[config.mk]
export PLATFORM = sky130hd
export DESIGN_NAME = flash_eeprom_emulation_log_unit
export DESIGN_NICKNAME = d
export VERILOG_FILES = /design/src/rtl/feel_pkg.sv /design/src/rtl/feel_ctrl.sv /design/src/rtl/feel_dp.sv /design/src/rtl/flash_eeprom_emulation_log_unit.sv
export SDC_FILE = /design/constraint.sdc
export NUM_CORES = 1
export LEC_CHECK = 0
export ABC_CLOCK_PERIOD_IN_PS = 7650
export BUFFER_PORTS_ARGS = -buffer_cell sky130_fd_sc_hd__buf_2
export CORE_MARGIN = 3
export CORE_UTILIZATION = 50
export DETAILED_ROUTE_END_ITERATION = 10
export PLACE_DENSITY = 0.71
export SKIP_LAST_GASP = 1
export SYNTH_ARGS = -nofsm -noshare
export SYNTH_HDL_FRONTEND = slang
export SYNTH_SLANG_ARGS = --single-unit
[constraint.sdc]
create_clock -name i_clk -period 7.65 [get_ports i_clk]
set_input_delay 0.765 -clock i_clk [delete_from_list [all_inputs] [get_ports i_clk]]
set_output_delay 0.765 -clock i_clk [all_outputs]
set_load 0.02 [all_outputs]
[src/rtl/feel_pkg.sv]
// shared constants, command/status structs and limit table for the parameter log unit
package feel_pkg;

    localparam int PARAM_COUNT = 7;
    localparam int IDX_W       = 3;
    localparam int WO_W        = 13;

    localparam logic [31:0] ALL_ONES = 32'hFFFF_FFFF;

    localparam logic [2:0] KIND_INIT_BEGIN = 3'd0;
    localparam logic [2:0] KIND_INIT_WORD  = 3'd1;
    localparam logic [2:0] KIND_INIT_END   = 3'd2;
    localparam logic [2:0] KIND_UPDATE     = 3'd3;
    localparam logic [2:0] KIND_FLUSH      = 3'd4;
    localparam logic [2:0] KIND_READ       = 3'd5;

    localparam logic [2:0] ACT_ACK     = 3'd0;
    localparam logic [2:0] ACT_PROGRAM = 3'd1;
    localparam logic [2:0] ACT_ERASE   = 3'd2;
    localparam logic [2:0] ACT_READ    = 3'd3;
    localparam logic [2:0] ACT_REFUSED = 3'd4;

    localparam logic [1:0] CFG_SECTOR_BASE  = 2'd0;
    localparam logic [1:0] CFG_SECTOR_NUM   = 2'd1;
    localparam logic [1:0] CFG_PAGE_WORDS   = 2'd2;
    localparam logic [1:0] CFG_ERASE_OFFSET = 2'd3;

    typedef enum logic [1:0] {
        PH_IDLE  = 2'd0,
        PH_SCAN  = 2'd1,
        PH_BLANK = 2'd2
    } t_phase;

    typedef struct packed {
        logic latch;
        logic exec;
        logic read_emit;
        logic pre_scan;
        logic idx_clr;
        logic idx_inc;
        logic prog;
        logic use_def;
        logic erase;
        logic done;
    } t_cmd;

    typedef struct packed {
        logic [2:0] kind;
        logic       ph_scan;
        logic       ph_blank;
        logic       top_found;
        logic       erase_pending;
        logic       cur_synced;
        logic       idx_last;
        logic       wo_ge_erase;
        logic       can_emit;
        logic       out_free;
    } t_stat;

    function automatic logic signed [15:0] lim_min(input logic [IDX_W-1:0] i);
        lim_min = 16'sd0;
    endfunction

    function automatic logic signed [15:0] lim_max(input logic [IDX_W-1:0] i);
        unique case (i)
            3'd5, 3'd6: lim_max = 16'sd2500;
            3'd7:       lim_max = 16'sd0;
            default:    lim_max = 16'sd1000;
        endcase
    endfunction

    function automatic logic signed [15:0] lim_def(input logic [IDX_W-1:0] i);
        unique case (i)
            3'd0:    lim_def = 16'sd800;
            3'd1:    lim_def = 16'sd600;
            3'd2:    lim_def = 16'sd200;
            3'd3:    lim_def = 16'sd700;
            3'd4:    lim_def = 16'sd150;
            3'd5:    lim_def = 16'sd350;
            3'd6:    lim_def = 16'sd700;
            default: lim_def = 16'sd0;
        endcase
    endfunction

endpackage

[src/rtl/feel_ctrl.sv]
// sequencer that walks each item through its steps and issues datapath commands
module feel_ctrl (
    input  logic           i_clk,
    input  logic           i_rst_n,
    input  logic           i_in_valid,
    output logic           o_in_ready,
    input  feel_pkg::t_stat i_stat,
    output feel_pkg::t_cmd  o_cmd
);
    import feel_pkg::*;

    typedef enum logic [6:0] {
        S_IDLE = 7'b0000001,
        S_EXEC = 7'b0000010,
        S_L1   = 7'b0000100,
        S_CHK  = 7'b0001000,
        S_L2   = 7'b0010000,
        S_DONE = 7'b0100000,
        S_PRE  = 7'b1000000
    } t_state;

    t_state r_state, n_state;

    assign o_in_ready = (r_state == S_IDLE);

    always_comb begin
        n_state = r_state;
        o_cmd   = '0;
        unique case (r_state)
            S_IDLE: begin
                if (i_in_valid) begin
                    o_cmd.latch = 1'b1;
                    n_state     = S_EXEC;
                end
            end
            S_EXEC: begin
                priority if (i_stat.kind == KIND_INIT_END) begin
                    priority if (i_stat.ph_scan) begin
                        o_cmd.pre_scan = 1'b1;
                        o_cmd.idx_clr  = 1'b1;
                        n_state        = S_L1;
                    end else if (i_stat.ph_blank) begin
                        n_state = S_PRE;
                    end else begin
                        n_state = S_DONE;
                    end
                end else if (i_stat.kind == KIND_FLUSH) begin
                    o_cmd.idx_clr = 1'b1;
                    n_state       = S_L1;
                end else if (i_stat.kind == KIND_READ) begin
                    if (i_stat.can_emit) begin
                        o_cmd.read_emit = 1'b1;
                        n_state         = S_DONE;
                    end
                end else begin
                    o_cmd.exec = 1'b1;
                    n_state    = S_DONE;
                end
            end
            S_PRE: begin
                // blank-check init end: erase first when flagged
                if (!i_stat.erase_pending) begin
                    o_cmd.idx_clr = 1'b1;
                    n_state       = S_L2;
                end else if (i_stat.can_emit) begin
                    o_cmd.erase   = 1'b1;
                    o_cmd.idx_clr = 1'b1;
                    n_state       = S_L2;
                end
            end
            S_L1: begin
                if (i_stat.cur_synced || i_stat.can_emit) begin
                    o_cmd.prog    = !i_stat.cur_synced;
                    o_cmd.use_def = (i_stat.kind == KIND_INIT_END);
                    if (i_stat.idx_last) begin
                        n_state = (i_stat.kind == KIND_INIT_END) ? S_CHK : S_DONE;
                    end else begin
                        o_cmd.idx_inc = 1'b1;
                    end
                end
            end
            S_CHK: begin
                if (!i_stat.wo_ge_erase) begin
                    n_state = S_DONE;
                end else if (i_stat.can_emit) begin
                    o_cmd.erase   = 1'b1;
                    o_cmd.idx_clr = 1'b1;
                    n_state       = S_L2;
                end
            end
            S_L2: begin
                if (i_stat.can_emit) begin
                    o_cmd.prog    = 1'b1;
                    o_cmd.use_def = i_stat.ph_blank;
                    if (i_stat.idx_last) begin
                        n_state = S_DONE;
                    end else begin
                        o_cmd.idx_inc = 1'b1;
                    end
                end
            end
            S_DONE: begin
                if (i_stat.out_free) begin
                    o_cmd.done = 1'b1;
                    n_state    = S_IDLE;
                end
            end
            default: n_state = S_IDLE;
        endcase
    end

    always_ff @(posedge i_clk) begin
        if (!i_rst_n) begin
            r_state <= S_IDLE;
        end else begin
            r_state <= n_state;
        end
    end

endmodule

[src/rtl/feel_dp.sv]
// datapath: config registers, mirror, sync bits, log pointer, pending and output result
module feel_dp (
    input  logic                i_clk,
    input  logic                i_rst_n,
    input  logic                i_cfg_we,
    input  logic [1:0]          i_cfg_index,
    input  logic [31:0]         i_cfg_data,
    input  logic [2:0]          i_kind,
    input  logic [31:0]         i_flash_word,
    input  logic [11:0]         i_word_offset,
    input  logic [2:0]          i_param_index,
    input  logic signed [15:0]  i_param_value,
    input  feel_pkg::t_cmd      i_cmd,
    output feel_pkg::t_stat     o_stat,
    output logic                o_out_valid,
    input  logic                i_out_ready,
    output logic [2:0]          o_action,
    output logic [31:0]         o_flash_address,
    output logic [31:0]         o_flash_word_out,
    output logic [2:0]          o_sector,
    output logic signed [15:0]  o_read_value,
    output logic                o_last
);
    import feel_pkg::*;

    // configuration
    logic [31:0]     r_base;
    logic [2:0]      r_secnum;
    logic [WO_W-1:0] r_page_words;
    logic [WO_W-1:0] r_erase_off;

    // latched item
    logic [2:0]         r_kind;
    logic [31:0]        r_fw;
    logic [11:0]        r_off;
    logic signed [15:0] r_pval;
    logic [IDX_W-1:0]   r_idx, n_idx;

    // store state
    logic signed [15:0]     r_mirror [PARAM_COUNT];
    logic signed [15:0]     n_mirror [PARAM_COUNT];
    logic [PARAM_COUNT-1:0] r_sync, n_sync;
    logic [WO_W-1:0]        r_wo, n_wo;
    logic                   r_ep, n_ep;
    t_phase                 r_phase, n_phase;
    logic                   r_top, n_top;

    // pending result and output register
    logic               r_pv, n_pv;
    logic [2:0]         r_pact, n_pact;
    logic [31:0]        r_paddr, n_paddr;
    logic [31:0]        r_pword, n_pword;
    logic [2:0]         r_psec, n_psec;
    logic signed [15:0] r_prv, n_prv;

    logic               r_ov, n_ov;
    logic [2:0]         r_oact, n_oact;
    logic [31:0]        r_oaddr, n_oaddr;
    logic [31:0]        r_oword, n_oword;
    logic [2:0]         r_osec, n_osec;
    logic signed [15:0] r_orv, n_orv;
    logic               r_olast, n_olast;

    logic               idx_ok;
    logic signed [15:0] cur_val;
    logic               out_free;
    logic               emit;
    logic [2:0]         e_act;
    logic [31:0]        e_addr;
    logic [31:0]        e_word;
    logic [2:0]         e_sec;
    logic signed [15:0] e_rv;
    logic signed [15:0] pg_val;
    logic [15:0]        w_idx;
    logic [IDX_W-1:0]   w_idx3;
    logic signed [15:0] w_val;
    logic               w_in_page;

    assign idx_ok   = (32'(r_idx) < PARAM_COUNT);
    assign cur_val  = idx_ok ? r_mirror[r_idx] : 16'sd0;
    assign out_free = !r_ov || i_out_ready;

    assign w_idx     = r_fw[15:0];
    assign w_idx3    = w_idx[IDX_W-1:0];
    assign w_val     = r_fw[31:16];
    assign w_in_page = ({1'b0, r_off} < r_page_words);

    always_comb begin
        o_stat.kind          = r_kind;
        o_stat.ph_scan       = (r_phase == PH_SCAN);
        o_stat.ph_blank      = (r_phase == PH_BLANK);
        o_stat.top_found     = r_top;
        o_stat.erase_pending = r_ep;
        o_stat.cur_synced    = idx_ok ? r_sync[r_idx] : 1'b1;
        o_stat.idx_last      = (32'(r_idx) == PARAM_COUNT - 1);
        o_stat.wo_ge_erase   = (r_wo >= r_erase_off);
        o_stat.can_emit      = !r_pv || out_free;
        o_stat.out_free      = out_free;
    end

    always_comb begin
        n_idx    = r_idx;
        n_mirror = r_mirror;
        n_sync   = r_sync;
        n_wo     = r_wo;
        n_ep     = r_ep;
        n_phase  = r_phase;
        n_top    = r_top;
        emit     = 1'b0;
        e_act    = ACT_ACK;
        e_addr   = '0;
        e_word   = '0;
        e_sec    = '0;
        e_rv     = '0;
        pg_val   = i_cmd.use_def ? lim_def(r_idx) : cur_val;

        if (i_cmd.idx_clr) begin
            n_idx = '0;
        end
        if (i_cmd.idx_inc) begin
            n_idx = r_idx + 1'b1;
        end

        if (i_cmd.exec) begin
            unique case (r_kind)
                KIND_INIT_BEGIN: begin
                    n_wo   = '0;
                    n_sync = '0;
                    n_top  = 1'b0;
                    if (r_fw[15:0] == 16'd0) begin
                        n_phase = PH_SCAN;
                        n_ep    = 1'b0;
                    end else begin
                        n_phase = PH_BLANK;
                        n_ep    = (r_fw != ALL_ONES);
                    end
                end
                KIND_INIT_WORD: begin
                    if (r_phase == PH_SCAN && w_in_page &&
                        (r_top || r_fw != ALL_ONES || r_off == 12'd0)) begin
                        if (!r_top) begin
                            n_top = 1'b1;
                            n_wo  = {1'b0, r_off} + 1'b1;
                        end
                        if (32'(w_idx) < PARAM_COUNT && !r_sync[w_idx3] &&
                            w_val >= lim_min(w_idx3) && w_val <= lim_max(w_idx3)) begin
                            n_mirror[w_idx3] = w_val;
                            n_sync[w_idx3]   = 1'b1;
                        end
                    end else if (r_phase == PH_BLANK && r_fw != ALL_ONES && w_in_page) begin
                        n_ep = 1'b1;
                    end
                end
                KIND_UPDATE: begin
                    if (idx_ok && cur_val != r_pval) begin
                        n_mirror[r_idx] = r_pval;
                        n_sync[r_idx]   = 1'b0;
                    end
                end
                default: ;
            endcase
        end

        if (i_cmd.pre_scan && !r_top) begin
            n_wo = WO_W'(1);
        end

        if (i_cmd.read_emit) begin
            emit  = 1'b1;
            e_act = ACT_READ;
            e_rv  = cur_val;
        end

        if (i_cmd.erase) begin
            emit   = 1'b1;
            e_act  = ACT_ERASE;
            e_sec  = r_secnum;
            n_wo   = '0;
            n_sync = '0;
            n_ep   = 1'b0;
        end

        if (i_cmd.prog) begin
            emit = 1'b1;
            if (i_cmd.use_def) begin
                n_mirror[r_idx] = pg_val;
            end
            if (r_wo >= r_page_words) begin
                n_ep  = 1'b1;
                e_act = ACT_REFUSED;
            end else begin
                e_act         = ACT_PROGRAM;
                e_addr        = r_base + {17'd0, r_wo, 2'b00};
                e_word        = {pg_val, 13'd0, r_idx};
                n_sync[r_idx] = 1'b1;
                n_wo          = r_wo + 1'b1;
            end
        end

        if (i_cmd.done && r_kind == KIND_INIT_END) begin
            n_phase = PH_IDLE;
            n_top   = 1'b0;
        end
    end

    // pending slot holds the newest result until it is known whether another follows
    always_comb begin
        n_pv    = r_pv;
        n_pact  = r_pact;
        n_paddr = r_paddr;
        n_pword = r_pword;
        n_psec  = r_psec;
        n_prv   = r_prv;
        n_ov    = r_ov && !i_out_ready;
        n_oact  = r_oact;
        n_oaddr = r_oaddr;
        n_oword = r_oword;
        n_osec  = r_osec;
        n_orv   = r_orv;
        n_olast = r_olast;
        if (emit) begin
            if (r_pv) begin
                n_ov    = 1'b1;
                n_oact  = r_pact;
                n_oaddr = r_paddr;
                n_oword = r_pword;
                n_osec  = r_psec;
                n_orv   = r_prv;
                n_olast = 1'b0;
            end
            n_pv    = 1'b1;
            n_pact  = e_act;
            n_paddr = e_addr;
            n_pword = e_word;
            n_psec  = e_sec;
            n_prv   = e_rv;
        end else if (i_cmd.done) begin
            n_ov    = 1'b1;
            n_olast = 1'b1;
            n_pv    = 1'b0;
            if (r_pv) begin
                n_oact  = r_pact;
                n_oaddr = r_paddr;
                n_oword = r_pword;
                n_osec  = r_psec;
                n_orv   = r_prv;
            end else begin
                n_oact  = ACT_ACK;
                n_oaddr = '0;
                n_oword = '0;
                n_osec  = '0;
                n_orv   = '0;
            end
        end
    end

    always_ff @(posedge i_clk) begin
        if (!i_rst_n) begin
            r_base       <= 32'd134266880;
            r_secnum     <= 3'd3;
            r_page_words <= WO_W'(4096);
            r_erase_off  <= WO_W'(3072);
            r_mirror     <= '{default: 16'sd0};
            r_sync       <= '0;
            r_wo         <= '0;
            r_ep         <= 1'b0;
            r_phase      <= PH_IDLE;
            r_top        <= 1'b0;
            r_pv         <= 1'b0;
            r_ov         <= 1'b0;
            r_kind       <= KIND_INIT_BEGIN;
            r_idx        <= '0;
        end else begin
            if (i_cfg_we) begin
                unique case (i_cfg_index)
                    CFG_SECTOR_BASE:  r_base       <= i_cfg_data;
                    CFG_SECTOR_NUM:   r_secnum     <= i_cfg_data[2:0];
                    CFG_PAGE_WORDS:   r_page_words <= i_cfg_data[WO_W-1:0];
                    CFG_ERASE_OFFSET: r_erase_off  <= i_cfg_data[WO_W-1:0];
                    default: ;
                endcase
            end
            r_mirror <= n_mirror;
            r_sync   <= n_sync;
            r_wo     <= n_wo;
            r_ep     <= n_ep;
            r_phase  <= n_phase;
            r_top    <= n_top;
            r_pv     <= n_pv;
            r_ov     <= n_ov;
            if (i_cmd.latch) begin
                r_kind <= i_kind;
                r_idx  <= i_param_index;
            end else begin
                r_idx  <= n_idx;
            end
        end
    end

    always_ff @(posedge i_clk) begin
        if (i_cmd.latch) begin
            r_fw   <= i_flash_word;
            r_off  <= i_word_offset;
            r_pval <= i_param_value;
        end
        r_pact  <= n_pact;
        r_paddr <= n_paddr;
        r_pword <= n_pword;
        r_psec  <= n_psec;
        r_prv   <= n_prv;
        r_oact  <= n_oact;
        r_oaddr <= n_oaddr;
        r_oword <= n_oword;
        r_osec  <= n_osec;
        r_orv   <= n_orv;
        r_olast <= n_olast;
    end

    assign o_out_valid      = r_ov;
    assign o_action         = r_oact;
    assign o_flash_address  = r_oaddr;
    assign o_flash_word_out = r_oword;
    assign o_sector         = r_osec;
    assign o_read_value     = r_orv;
    assign o_last           = r_olast;

endmodule

[src/rtl/flash_eeprom_emulation_log_unit.sv]
// top level of the flash-backed parameter log unit
// Keeps a mirror of seven signed 16-bit parameters with one sync bit each and a log
// write pointer into one flash sector; log words are value in the upper half and
// index in the lower half. Items are taken one at a time: in_ready is high only when
// the sequencer is idle. Flash operations are reported as result items (program,
// erase, page-full refusal, read data, ack), the final one of each item flagged by
// last. Init begin, init word, update, read, the unused kinds and an init end outside
// an init sequence need no walk over the parameters. A flush steps the sequencer once
// per parameter. An init end walks them with an extra step, the erase check after
// a scan or the erase step in blank-check mode, and one that erases and rewrites
// after a scan walks them twice. Each emitted result passes through a one-deep
// pending slot and a registered output; a stalled consumer holds up the sequencer.
// No clearing pass after reset. Configuration writes take effect at once.
module flash_eeprom_emulation_log_unit (
    input  logic               i_clk,
    input  logic               i_rst_n,
    // configuration write port
    input  logic               i_cfg_we,
    input  logic [1:0]         i_cfg_index,
    input  logic [31:0]        i_cfg_data,
    // input item channel
    input  logic               i_in_valid,
    output logic               o_in_ready,
    input  logic [2:0]         i_kind,
    input  logic [31:0]        i_flash_word,
    input  logic [11:0]        i_word_offset,
    input  logic [2:0]         i_param_index,
    input  logic signed [15:0] i_param_value,
    // result item channel
    output logic               o_out_valid,
    input  logic               i_out_ready,
    output logic [2:0]         o_action,
    output logic [31:0]        o_flash_address,
    output logic [31:0]        o_flash_word_out,
    output logic [2:0]         o_sector,
    output logic signed [15:0] o_read_value,
    output logic               o_last
);
    import feel_pkg::*;

    // command and status between sequencer and datapath
    t_cmd  cmd;
    t_stat stat;

    feel_ctrl u_ctrl (
        .i_clk      (i_clk),
        .i_rst_n    (i_rst_n),
        .i_in_valid (i_in_valid),
        .o_in_ready (o_in_ready),
        .i_stat     (stat),
        .o_cmd      (cmd)
    );

    feel_dp u_dp (
        .i_clk            (i_clk),
        .i_rst_n          (i_rst_n),
        .i_cfg_we         (i_cfg_we),
        .i_cfg_index      (i_cfg_index),
        .i_cfg_data       (i_cfg_data),
        .i_kind           (i_kind),
        .i_flash_word     (i_flash_word),
        .i_word_offset    (i_word_offset),
        .i_param_index    (i_param_index),
        .i_param_value    (i_param_value),
        .i_cmd            (cmd),
        .o_stat           (stat),
        .o_out_valid      (o_out_valid),
        .i_out_ready      (i_out_ready),
        .o_action         (o_action),
        .o_flash_address  (o_flash_address),
        .o_flash_word_out (o_flash_word_out),
        .o_sector         (o_sector),
        .o_read_value     (o_read_value),
        .o_last           (o_last)
    );

endmodule

==> results.py <==
metrics = {
    "power": {
        "p_int_mw": 3.89,
        "ir_worst_vdd_uv": 166,
        "power_density_nw_per_um2": 209,
        "p_seq_share_pct": 47.9,
        "p_clk_share_pct": 43.9,
        "switchingPower_mw": 1.33,
        "power.combinational.fraction_pct": 8.1,
        "swShare_pct": 25.5,
        "p_leak_nw": 8.78,
    },
    "clocking": {
        "path_clk_slew_ns": 0.07,
        "cts_hold_buffers": 0,
        "cts_made_buffers": 46,
        "clock-sinks": 419,
        "ctsResizeCount": 0,
        "clock_path_buffers": 3,
        "cts_setup_buffers": 0,
        "cts_tree": "yes",
        "clk_latency_ns": 0.60,
        "root_buffer": "clkbuf_16",
        "cts.htree.levels": 2,
    },
    "yosys": {
        "synthFlopType": "dfxtp_1",
        "netlist_instances": 2331,
        "synth.distinct_cells": 94,
        "synth_edf_count": 207,
        "synthArstFlopShare_pct": 0,
        "avgSynthCellArea_um2": 9.49,
        "ys_seq_elements": 419,
        "yosys_warnings": 0,
        "syn_area_um2": 22100,
        "seq_area_frac_synth_pct": 47.3,
    },
    "cells_and_area": {
        "nets": 2624,
        "antenna_cells": 0,
        "final_common_cell": "nand2_1",
        "drive_gt1_share_pct": 14.7,
        "fin_area_um2": 25000,
        "layout_common_cells": "nand2_1 (288), dfxtp_1 (211), edfxtp_1 (207)",
        "final_util_pct": 57.6,
        "syn2layout_area_growth_pct": 12.9,
    },
    "timing": {
        "hold_slack_ns": 0.337,
        "worst_pin_slew_ns": 1.32,
        "min_period_ns": 4.72,
        "max_slew_margin_pct": 10.8,
        "rsz0062_at_grt": "no",
        "drv_slew": 0,
        "fmax_ghz": 0.212,
        "tns_ns": 0,
        "finClkSkew_ns": 0.0329,
        "fin_crit_sh_pct": 61.7,
        "finalHoldViolCount": 0,
        "setup_viol": 0,
    },
    "global_route": {
        "antenna_found_initial": 1,
        "grt_pass1_wl_um": 108000,
        "grt_pass1_vias": 18400,
        "grt-ovfl-total": 0,
        "grt_max_degree": 79,
        "grtUsageTotal_pct": 29.6,
    },
    "worst_hold_path": {
        "hp-start": "i_param_value[7]",
        "min_path_type": "input pin to flip-flop",
    },
    "floorplanning": {
        "fp.dieW_um": 216,
        "dieArea_um2": 46800,
        "start_util_pct": 51.0,
        "coreArea_um2": 43400,
        "die_h_um": 216,
        "io_pins": 194,
        "fp-row-count": 76,
    },
    "setup_path": {
        "regToRegStartpoint": "u_dp.r_idx[1]$_SDFFE_PN0P_",
        "slowest_delay_ns": 0.75,
        "crit_path_start": "u_dp.r_idx[1]$_SDFFE_PN0P_",
        "critPathArrivalTime_ns": 5.26,
        "critical_path_required_ns": 8.19,
        "path_cells": "buf_4 -> mux2i_1 -> o22ai_1 -> a21oi_1 -> xnor2_1 -> nor4_1 -> nand4_2 -> buf_4 -> a21oi_2 -> o311a_1 -> a22o_1",
        "end_kind": "flip-flop",
        "worst_path_most_repeated_cell": "buf_4",
        "start_kind": "flip-flop",
        "path_class": "flip-flop to flip-flop",
        "critical_path.slowest_cell": "dfxtp_1",
        "crit_buf_inv": 2,
        "crit_fanout": 30,
        "cp_top_family": "compound AO/OA/AOI/OAI gates",
    },
    "detailed_routing": {
        "drt-initial-drc-count": 2371,
        "wl_per_cell_um": 23.3,
        "drc_errors": 0,
        "vias": 19400,
        "ant_nets": 0,
        "vias_per_cell": 6.33,
        "wirelength_um": 71600,
        "dr.pass1.iters": 8,
    },
    "placement": {
        "place_area_um2": 23400,
        "portBuffers": 180,
        "dp_hpwl_um": 50000,
        "routabilityCongestion": 1.06,
    },
    "job": {
        "cap_viol_max_count": 0,
    },
    "outcome": {
        "outcome": "completed",
    },
}
-- registers in the layout, indices dropped and copies added, names as in the netlist, 16 cells and up --
register and count:
u_dp.r_base 32, u_dp.r_paddr 32, u_dp.o_flash_word_out 19, u_dp.o_flash_address 32, u_dp.r_pval 16, u_dp.r_mirror 112
u_dp.o_read_value 16, u_dp.r_pword 19, u_dp.r_prv 16, u_dp.r_fw 32
-- final timing paths --
kind	endpoint	slack [ns]	cells past startpoint
setup / recovery	u_dp.r_mirror[110]$_SDFF_PN0_	2.93	11
hold reg to reg	u_dp.r_base[0]$_SDFFE_PN0P_	0.45	2
setup reg to reg	u_dp.r_mirror[110]$_SDFF_PN0_	2.93	11
hold / removal	u_dp.r_pval[7]$_DFFE_PP_	0.34	1
-- cell families after synthesis --
family | count (synthesis) | synth area share (%)
muxes | 107 | 5.23
DFF | 419 | 47.3
other | 1 | 0.0170
buffers and inverters | 220 | 4.33
and+or+nand+nor | 834 | 18.5
xor gates and xnor gates | 42 | 1.66
AOI/OAI and AO/OA | 639 | 19.0
adders and majority gates | 69 | 3.94
-- synthesized netlist by cell type (20+ instances only) --
library cell	count	area share (%)
nor2b_1	97	2.7
clkbuf_1	107	1.8
nor2_1	189	3.2
o211ai_1	21	0.71
xnor2_1	32	1.3
a22o_1	47	1.9
dfxtp_1	212	19
mux2i_1	86	3.9
o21ai_0	152	3.4
a31oi_1	20	0.57
a21oi_1	198	4.5
and3_1	23	0.65
and2_1	21	0.59
edfxtp_1	207	28
ha_1	68	3.8
inv_1	64	1.1
nand3_1	46	1.0
nor3_1	40	0.91
a221oi_1	36	1.4
o2bb2ai_1	20	0.79
nand2_1	289	4.9
-- worst register-to-register path: stages (launching register included) --
cell,delay [ns]
dfxtp_1,0.75
buf_4,0.52
mux2i_1,0.24
o22ai_1,0.09
a21oi_1,0.59
xnor2_1,0.23
nor4_1,0.62
nand4_2,0.16
buf_4,0.31
a21oi_2,0.68
o311a_1,0.32
a22o_1,0.15
-- power groups by stage --
| stage | Clock (mW) | Sequential [mW] | Combinational [mW] |
|---|---|---|---|
| final | 2.29 | 2.50 | 0.424 |
| after global routing | 2.42 | 2.50 | 0.451 |
| after CTS | 2.33 | 2.50 | 0.410 |
| after detailed placement | 0 | 2.54 | 0.407 |
| after global placement | 0 | 2.54 | 0.399 |
| after floorplan | 0 | 2.48 | 0.295 |
-- layer usage --
layer	GRT usage, %	share of wire, %	wire length (um)	vias up
met5	0	0	0	-
met4	13.1	4.6	3290	0
met3	7.70	12	8510	244
met2	44.0	42	30400	1228
met1	41.0	41	29500	9205
li1	-	-	-	8766
-- stage by stage --
stage	std cells	setup WS, ns	power [mW]
3_5_place_dp	2987	2.88	2.95
3_3_place_gp	2987	2.91	2.94
5_1_grt	3073	2.45	5.38
4_1_cts	3073	2.87	5.24
6_report	3073	2.93	5.22
2_1_floorplan	2343	1.46	2.77
-- final cells by class --
type	instances	area, um^2
Fill cell	3838	18400
Multi-Input combinational cell	1704	10800
Sequential cell	419	10500
Clock buffer	59	1240
Timing Repair Buffer	212	1140
Tap cell	585	732
Clock inverter	27	313
Inverter	67	251
Note: power is estimated with default switching activity, not from simulation.
